**config.mk**
```make
export PLATFORM = sky130hd
export DESIGN_NAME = quantile_tie_mean_substitute
export DESIGN_NICKNAME = d
export VERILOG_FILES = /design/src/design/qtm_pkg.sv /design/src/design/quantile_tie_mean_substitute.sv /design/src/design/qtm_div.sv /design/src/design/qtm_tie_ram.sv
export SDC_FILE = /design/constraint.sdc
export NUM_CORES = 2
export LEC_CHECK = 0
export BUFFER_PORTS_ARGS = -buffer_cell sky130_fd_sc_hd__buf_4
export CORE_ASPECT_RATIO = 0.6
export CORE_MARGIN = 2
export CORE_UTILIZATION = 40
export DETAILED_ROUTE_END_ITERATION = 10
export RECOVER_POWER = 100
export SLEW_MARGIN = 5
export SYNTH_ARGS = -nofsm -noshare
export SYNTH_HDL_FRONTEND = slang
export SYNTH_SLANG_ARGS = --single-unit
```
**constraint.sdc**
```tcl
create_clock -name clk -period 8.9 [get_ports clk]
set_input_delay 0.89 -clock clk [delete_from_list [all_inputs] [get_ports clk]]
set_output_delay 0.89 -clock clk [all_outputs]
set_load 0.1 [all_outputs]
```
**src/design/qtm_pkg.sv**
```systemverilog
// ---------------------------------------------------------------------------
// qtm_pkg
// Shared types and defaults for the quantile tie mean substitution block.
// ---------------------------------------------------------------------------
package qtm_pkg;

  localparam int TIE_DEPTH_DEF  = 32;
  localparam int VALUE_BITS_DEF = 16;

  localparam int SORT_W = 16;
  localparam int POS_W  = 32;
  localparam int MEAN_W = 32;

  typedef struct packed {
    logic [SORT_W-1:0] sort_value;
    logic [POS_W-1:0]  position;
    logic [MEAN_W-1:0] rank_mean;
    logic              is_last;
  } in_item_t;

  typedef struct packed {
    logic [POS_W-1:0]  out_position;
    logic [MEAN_W-1:0] norm_value;
    logic              run_end;
    logic              split_flag;
  } out_item_t;

endpackage

```
**src/design/quantile_tie_mean_substitute.sv**
```systemverilog
// ---------------------------------------------------------------------------
// quantile_tie_mean_substitute
// Tie-averaging substitution of quantile means over a sorted stream.
// ---------------------------------------------------------------------------
// The block holds one item back and compares it with the next. An isolated
// item passes through the held and new states (and the last state when it
// carries is_last) before the block is ready again, and gives its own mean.
// A run of equal sort values is gathered in a position buffer; when it
// closes, the sum of its means is divided by its length in a bit-serial
// divider (NUM_W = 32 + count width steps), then every buffered position is
// read back and emitted, each result passing a read state and then an emit
// state, since the buffer's read port is registered. A run that fills the
// buffer is flushed with split_flag set. The block takes a new transaction
// only once all results of the previous one are issued.
module quantile_tie_mean_substitute #(
  parameter int TIE_DEPTH  = qtm_pkg::TIE_DEPTH_DEF,
  parameter int VALUE_BITS = qtm_pkg::VALUE_BITS_DEF
) (
  input  logic               clk,
  input  logic               rst_n,
  input  logic               in_valid,
  output logic               in_stall,
  input  qtm_pkg::in_item_t  in_data,
  output logic               out_valid,
  input  logic               out_stall,
  output qtm_pkg::out_item_t out_data
);
  import qtm_pkg::*;

  localparam int CNT_W = $clog2(TIE_DEPTH + 1);
  localparam int AW    = $clog2(TIE_DEPTH);
  localparam int SUM_W = MEAN_W + CNT_W;
  localparam int CMP_W = (VALUE_BITS < SORT_W) ? VALUE_BITS : SORT_W;

  localparam logic [2:0] ST_IDLE  = 3'd0;
  localparam logic [2:0] ST_HELD  = 3'd1;
  localparam logic [2:0] ST_NEW   = 3'd2;
  localparam logic [2:0] ST_LAST  = 3'd3;
  localparam logic [2:0] ST_DIVGO = 3'd4;
  localparam logic [2:0] ST_DIVWT = 3'd5;
  localparam logic [2:0] ST_RD    = 3'd6;
  localparam logic [2:0] ST_EMIT  = 3'd7;

  logic [2:0]        state_r, state_nxt;
  in_item_t          item_r;
  logic              held_valid_r, held_valid_nxt;
  logic [SORT_W-1:0] held_value_r, held_value_nxt;
  logic [POS_W-1:0]  held_pos_r, held_pos_nxt;
  logic [MEAN_W-1:0] held_mean_r, held_mean_nxt;
  logic [CNT_W-1:0]  cnt_r, cnt_nxt;
  logic [SUM_W-1:0]  sum_r, sum_nxt;
  logic [MEAN_W-1:0] avg_r, avg_nxt;
  logic [CNT_W-1:0]  idx_r, idx_nxt;
  logic              split_r, split_nxt;
  logic              ret_idle_r, ret_idle_nxt;
  logic              out_valid_r, out_valid_nxt;
  out_item_t         out_data_r, out_data_nxt;

  logic              out_free;
  logic              in_take;
  logic              same_value;
  logic              last_entry;
  logic              ram_we;
  logic              ram_re;
  logic [POS_W-1:0]  ram_rdata;
  logic              div_start;
  logic              div_done;
  logic [SUM_W-1:0]  div_quot;
  logic [SUM_W-1:0]  div_num;

  assign out_free   = !out_valid_r || !out_stall;
  assign in_take    = in_valid && (state_r == ST_IDLE);
  assign same_value = held_value_r[CMP_W-1:0] == item_r.sort_value[CMP_W-1:0];
  assign last_entry = (idx_r + CNT_W'(1)) == cnt_r;
  assign div_num    = sum_r + SUM_W'(cnt_r >> 1);

  qtm_tie_ram #(
    .DEPTH (TIE_DEPTH),
    .AW    (AW)
  ) u_ram (
    .clk   (clk),
    .we    (ram_we),
    .waddr (cnt_r[AW-1:0]),
    .wdata (held_pos_r),
    .re    (ram_re),
    .raddr (idx_r[AW-1:0]),
    .rdata (ram_rdata)
  );

  qtm_div #(
    .NUM_W (SUM_W),
    .DEN_W (CNT_W)
  ) u_div (
    .clk   (clk),
    .rst_n (rst_n),
    .start (div_start),
    .num   (div_num),
    .den   (cnt_r),
    .done  (div_done),
    .quot  (div_quot)
  );

  always_comb begin
    state_nxt      = state_r;
    held_valid_nxt = held_valid_r;
    held_value_nxt = held_value_r;
    held_pos_nxt   = held_pos_r;
    held_mean_nxt  = held_mean_r;
    cnt_nxt        = cnt_r;
    sum_nxt        = sum_r;
    avg_nxt        = avg_r;
    idx_nxt        = idx_r;
    split_nxt      = split_r;
    ret_idle_nxt   = ret_idle_r;
    out_valid_nxt  = out_valid_r && out_stall;
    out_data_nxt   = out_data_r;
    ram_we         = 1'b0;
    ram_re         = 1'b0;
    div_start      = 1'b0;

    unique case (state_r)
      ST_IDLE: begin
        if (in_take) begin
          state_nxt = ST_HELD;
        end
      end
      ST_HELD: begin
        if (!held_valid_r) begin
          state_nxt = ST_NEW;
        end else if (same_value) begin
          ram_we    = 1'b1;
          cnt_nxt   = cnt_r + CNT_W'(1);
          sum_nxt   = sum_r + SUM_W'(held_mean_r);
          split_nxt = 1'b1;
          ret_idle_nxt = 1'b0;
          // A run that fills the buffer while still going on is split here.
          state_nxt = (cnt_r + CNT_W'(1) == CNT_W'(TIE_DEPTH)) ? ST_DIVGO : ST_NEW;
        end else if (cnt_r == '0) begin
          if (out_free) begin
            out_valid_nxt = 1'b1;
            out_data_nxt  = '{held_pos_r, held_mean_r, !item_r.is_last, 1'b0};
            state_nxt     = ST_NEW;
          end
        end else begin
          ram_we       = 1'b1;
          cnt_nxt      = cnt_r + CNT_W'(1);
          sum_nxt      = sum_r + SUM_W'(held_mean_r);
          split_nxt    = 1'b0;
          ret_idle_nxt = 1'b0;
          state_nxt    = ST_DIVGO;
        end
      end
      ST_NEW: begin
        held_valid_nxt = 1'b1;
        held_value_nxt = item_r.sort_value;
        held_pos_nxt   = item_r.position;
        held_mean_nxt  = item_r.rank_mean;
        state_nxt      = item_r.is_last ? ST_LAST : ST_IDLE;
      end
      ST_LAST: begin
        if (cnt_r == '0) begin
          if (out_free) begin
            out_valid_nxt  = 1'b1;
            out_data_nxt   = '{held_pos_r, held_mean_r, 1'b1, 1'b0};
            held_valid_nxt = 1'b0;
            state_nxt      = ST_IDLE;
          end
        end else begin
          ram_we       = 1'b1;
          cnt_nxt      = cnt_r + CNT_W'(1);
          sum_nxt      = sum_r + SUM_W'(held_mean_r);
          split_nxt    = 1'b0;
          ret_idle_nxt = 1'b1;
          state_nxt    = ST_DIVGO;
        end
      end
      ST_DIVGO: begin
        div_start = 1'b1;
        idx_nxt   = '0;
        state_nxt = ST_DIVWT;
      end
      ST_DIVWT: begin
        if (div_done) begin
          avg_nxt   = div_quot[MEAN_W-1:0];
          state_nxt = ST_RD;
        end
      end
      ST_RD: begin
        ram_re    = 1'b1;
        state_nxt = ST_EMIT;
      end
      ST_EMIT: begin
        if (out_free) begin
          out_valid_nxt = 1'b1;
          out_data_nxt  = '{ram_rdata, avg_r,
                            last_entry && (ret_idle_r || !item_r.is_last), split_r};
          if (last_entry) begin
            cnt_nxt = '0;
            sum_nxt = '0;
            if (ret_idle_r) begin
              held_valid_nxt = 1'b0;
              state_nxt      = ST_IDLE;
            end else begin
              state_nxt = ST_NEW;
            end
          end else begin
            idx_nxt   = idx_r + CNT_W'(1);
            state_nxt = ST_RD;
          end
        end
      end
      default: state_nxt = ST_IDLE;
    endcase
  end

  always_ff @(posedge clk) begin
    if (!rst_n) begin
      state_r      <= ST_IDLE;
      held_valid_r <= 1'b0;
      cnt_r        <= '0;
      sum_r        <= '0;
      out_valid_r  <= 1'b0;
    end else begin
      state_r      <= state_nxt;
      held_valid_r <= held_valid_nxt;
      cnt_r        <= cnt_nxt;
      sum_r        <= sum_nxt;
      out_valid_r  <= out_valid_nxt;
    end
    if (in_take) begin
      item_r <= in_data;
    end
    held_value_r <= held_value_nxt;
    held_pos_r   <= held_pos_nxt;
    held_mean_r  <= held_mean_nxt;
    avg_r        <= avg_nxt;
    idx_r        <= idx_nxt;
    split_r      <= split_nxt;
    ret_idle_r   <= ret_idle_nxt;
    out_data_r   <= out_data_nxt;
  end

  assign in_stall  = state_r != ST_IDLE;
  assign out_valid = out_valid_r;
  assign out_data  = out_data_r;

endmodule

```
**src/design/qtm_div.sv**
```systemverilog
// ---------------------------------------------------------------------------
// qtm_div
// Restoring divider, one quotient bit per cycle.
// ---------------------------------------------------------------------------
module qtm_div #(
  parameter int NUM_W = 38,
  parameter int DEN_W = 6
) (
  input  logic             clk,
  input  logic             rst_n,
  input  logic             start,
  input  logic [NUM_W-1:0] num,
  input  logic [DEN_W-1:0] den,
  output logic             done,
  output logic [NUM_W-1:0] quot
);
  localparam int STEP_W = $clog2(NUM_W + 1);

  logic [NUM_W-1:0]  q_r, q_nxt;
  logic [DEN_W:0]    rem_r, rem_nxt;
  logic [DEN_W-1:0]  den_r;
  logic [STEP_W-1:0] step_r, step_nxt;
  logic              busy_r, busy_nxt;
  logic              done_r, done_nxt;
  logic [DEN_W:0]    rem_sh;
  logic [DEN_W:0]    rem_sub;

  always_comb begin
    rem_sh   = {rem_r[DEN_W-1:0], q_r[NUM_W-1]};
    rem_sub  = rem_sh - {1'b0, den_r};
    q_nxt    = q_r;
    rem_nxt  = rem_r;
    step_nxt = step_r;
    busy_nxt = busy_r;
    done_nxt = 1'b0;
    if (start) begin
      q_nxt    = num;
      rem_nxt  = '0;
      step_nxt = STEP_W'(NUM_W);
      busy_nxt = 1'b1;
    end else if (busy_r) begin
      // Shift one dividend bit into the remainder and try the subtraction.
      if (rem_sh >= {1'b0, den_r}) begin
        rem_nxt = rem_sub;
        q_nxt   = {q_r[NUM_W-2:0], 1'b1};
      end else begin
        rem_nxt = rem_sh;
        q_nxt   = {q_r[NUM_W-2:0], 1'b0};
      end
      step_nxt = step_r - STEP_W'(1);
      if (step_r == STEP_W'(1)) begin
        busy_nxt = 1'b0;
        done_nxt = 1'b1;
      end
    end
  end

  always_ff @(posedge clk) begin
    if (!rst_n) begin
      busy_r <= 1'b0;
      done_r <= 1'b0;
      step_r <= '0;
    end else begin
      busy_r <= busy_nxt;
      done_r <= done_nxt;
      step_r <= step_nxt;
    end
    q_r   <= q_nxt;
    rem_r <= rem_nxt;
    if (start) begin
      den_r <= den;
    end
  end

  assign done = done_r;
  assign quot = q_r;

endmodule

```
**src/design/qtm_tie_ram.sv**
```systemverilog
// ---------------------------------------------------------------------------
// qtm_tie_ram
// Position buffer for a tie run: one write port, one registered read port.
// ---------------------------------------------------------------------------
module qtm_tie_ram #(
  parameter int DEPTH = 32,
  parameter int AW    = 5
) (
  input  logic                     clk,
  input  logic                     we,
  input  logic [AW-1:0]            waddr,
  input  logic [qtm_pkg::POS_W-1:0] wdata,
  input  logic                     re,
  input  logic [AW-1:0]            raddr,
  output logic [qtm_pkg::POS_W-1:0] rdata
);
  import qtm_pkg::*;

  logic [POS_W-1:0] mem [DEPTH];
  logic [POS_W-1:0] rdata_r;

  always_ff @(posedge clk) begin
    if (we) begin
      mem[waddr] <= wdata;
    end
    if (re) begin
      rdata_r <= mem[raddr];
    end
  end

  assign rdata = rdata_r;

endmodule

```
==> flow_metrics.py <==
metrics = {
    "clock_network": {
        "postCtsSetupRepairBufs": 0,
        "h-tree-depth": 4,
        "ctsHoldBuffers": 0,
        "cts_tree": "done",
        "cts_buffer_depth": 3,
        "clkSinkCount": 1430,
        "root_buffer": "clkbuf_16",
        "cts_buffers": 134,
        "insertion_delay_ns": 0.76,
        "ctsResizeCount": 0,
        "clk_pin_slew_ns": 0.06,
    },
    "yosys": {
        "synth_nets": 2944,
        "ys_seq_area_share_pct": 75.1,
        "synth-edff-count": 1367,
        "synth_xor_area_share_pct": 1.58,
        "synth_mux_area_share_pct": 14.8,
        "synthArstFlopShare_pct": 0,
        "synth-simple-area-share_pct": 3.18,
        "avgSynthCellArea_um2": 20.1,
        "yosysTopAreaCell": "edfxtp_1",
        "ys_warn_count": 0,
        "ys_ff_latch": 1430,
        "post_synth_inst_count": 2805,
        "synth_fa_ha_area_share_pct": 1.24,
        "ys_types": 78,
        "yosysTopAreaCellShare_pct": 72.9,
        "ys.flop_type": "edfxtp_1",
        "synth_top_family_by_area": "multiplexers",
        "synth_area_leaders": "edfxtp_1, mux4_2, dfxtp_1",
        "synth_compound_area_share_pct": 2.89,
        "syn_area_um2": 56300,
    },
    "finish": {
        "drive_above_1_share_pct": 23.5,
        "final_common_cell": "edfxtp_1",
        "fillers": 11700,
        "synthToLayoutAreaGrowth_pct": 13.6,
        "fin_util_pct": 45.9,
        "layout_common_cells": "edfxtp_1, mux4_2, clkbuf_16, clkbuf_1, nand2_1",
        "finalNonFillerCells": 5036,
        "design_area_um2": 64000,
        "nets": 3175,
    },
    "placement": {
        "placement.io_buffers": 152,
        "place_inst": 4786,
        "place_congestion": 0.912,
        "dp_hpwl_mm": 84.8,
        "post_dp_cell_area_um2": 60100,
    },
    "floorplan": {
        "die_area_um2": 144000,
        "num_rows": 106,
        "chipHeight_um": 295,
        "core_region_area_um2": 140000,
        "start_util_pct": 40.4,
        "io_pins": 153,
        "die_w_um": 488,
    },
    "drt": {
        "vias": 28300,
        "viasPerCell": 5.63,
        "postRouteAntennaNets": 0,
        "drt_iter0_drc": 3315,
        "detail_route.wl_per_cell_um": 27.4,
        "route.detailed.drc": 0,
        "drt_first_pass_iters": 5,
        "drt-total-wl_mm": 138,
    },
    "run_status": {
        "status": "finished, violations left",
        "violations": "capacitance limit, slew limit",
    },
    "setup_path": {
        "start_kind": "register",
        "crit_chain": "xnor2_1, nand4_1, nor4_1, clkbuf_1, and2_0, o21ai_0, inv_1, nand2_1, nor2_1, buf_4",
        "slowest_stage": "nor2_1",
        "endpoint_kind": "register",
        "cp.arrival_ns": 6.76,
        "worst-path-max-fanout": 25,
        "criticalPathCategory": "register to register",
        "critPathMaxStageDelay_ns": 1.50,
        "critPathRequiredTime_ns": 9.29,
    },
    "global_routing": {
        "antenna_found_initial": 7,
        "grt_pass1_wl_mm": 199,
        "grt_pass1_vias": 28000,
        "grt.total_usage_pct": 19.2,
        "overflow": 0,
        "grt_max_degree": 151,
    },
    "pwr": {
        "switchingPower_mw": 3.77,
        "clock_power_share_pct": 37.8,
        "p_per_area_nw_per_um2": 240,
        "swShare_pct": 24.6,
        "seqPwrFrac_pct": 52.3,
        "total_power_mw": 15.3,
        "ir_worst_vdd_mv": 0.152,
        "pwr-share-comb_pct": 9.9,
        "p_leak_nw": 20.4,
        "p_int_mw": 11.6,
    },
    "timing": {
        "maxSlewViolCount": 1575,
        "clock_skew_ns": 0.0316,
        "setup_viol": 0,
        "tightestPinTransition_ns": 4.35,
        "hold_viol_final": 0,
        "layout_min_cycle_time_ns": 6.37,
        "timing.fmax_ghz": 0.157,
        "relSlewSlack_pct": -190,
        "rsz0062_at_grt": "false",
        "setup_tns_ns": 0,
        "finalCritPeriodShare_pct": 71.6,
    },
    "hold_path": {
        "hold_path.class": "primary input to register",
    },
    "job": {
        "maxCapViolations": 51,
    },
}
stage by stage:
step	setup slack [ns]	hold WS, ns
final	2.53	0.323
after global routing	2.07	0.287
after CTS	4.39	0.232
after detailed placement	4.40	0.405
after global placement	4.45	0.403
after floorplan	1.89	0.400
sequential cells by signal, indices dropped and copies added, names as in the netlist, 16 cells and up:
name	cells
sum_r	38
u_ram.rdata	32
held_pos_r	32
avg_r	32
u_ram.mem	1024
out_data	66
held_value_r	16
held_mean_r	32
u_div.quot	38
item_r	81
layer usage:
| metal | GRT usage [%] | vias to the layer above | part of all wire, % | routed length (µm) |
|---|---|---|---|---|
| met3 | 4.42 | 150 | 9.0 | 12400 |
| met4 | 4.55 | 0 | 1.7 | 2280 |
| met1 | 30.2 | 15000 | 47 | 64500 |
| met2 | 26.8 | 1279 | 43 | 58800 |
| li1 | - | 11900 | - | - |
| met5 | 0 | - | 0 | 0 |
path summary, 6_finish.rpt:
kind	from	end	slack, ns	cells past startpoint
worst max register to register	item_r[71]$_DFFE_PP_	u_ram.mem[1][26]$_DFFE_PP_	2.53	10
worst min register to register	item_r[15]$_DFFE_PP_	held_mean_r[14]$_DFFE_PP_	0.41	0
worst min-delay path	in_data[25]	item_r[25]$_DFFE_PP_	0.32	1
worst max-delay path	item_r[71]$_DFFE_PP_	u_ram.mem[1][26]$_DFFE_PP_	2.53	10
kinds of logic (layout without fill, tap and decap cells):
kind of cell / Yosys count / after routing
DFF: 1430 / 1430
muxes: 420 / 420
and+or+nand+nor: 378 / 378
AOI/OAI and AO/OA: 260 / 260
buffers and inverters: 163 / 502
xor gates and xnor gates: 100 / 100
adders and majority gates: 54 / 54
other: 0 / 2
critical path: cells and delay by family (launching register included):
kind                   cells  cell delay (ns)
AND/OR/NAND/NOR            5             3.04
buffers and inverters      3             1.95
flip-flops                 1             0.41
AO/OA/AOI/OAI              1             0.38
XOR/XNOR                   1             0.18
cells in the mapped netlist, drive strengths merged, types with 9 or more instances:
cell	n
buf	42
dfxtp	63
and3	17
ha	51
a22oi	16
mux2	96
clkbuf	86
nand4	24
o21a	9
a31oi	10
nand3	30
mux4	320
xor2	42
nand2	132
o21ai	88
inv	32
a21o	19
nor2	105
xnor2	57
edfxtp	1367
a21oi	62
nor3	16
nor2b	11
power by group through the flow:
stage	logic (mW)	registers (mW)	clock network (mW)
after floorplan	0.671	8.45	0
after global placement	1.55	8.13	0
after detailed placement	1.59	8.14	0
after CTS	1.59	7.99	5.93
after global routing	1.61	8.04	6.17
final	1.51	8.02	5.80
final cells by class:
class / instances / area (µm²) / share of cell area [%]
antenna: 2 / 5.00 / 0.00782
inverter: 35 / 131 / 0.205
clock buffer: 165 / 3610 / 5.63
sequential: 1430 / 42300 / 66.1
multi-input combinational: 1212 / 13500 / 21.1
tap: 1890 / 2360 / 3.70
timing repair buffer: 223 / 1300 / 2.03
clock inverter: 79 / 796 / 1.24
Power figures use the tool's default switching activity.
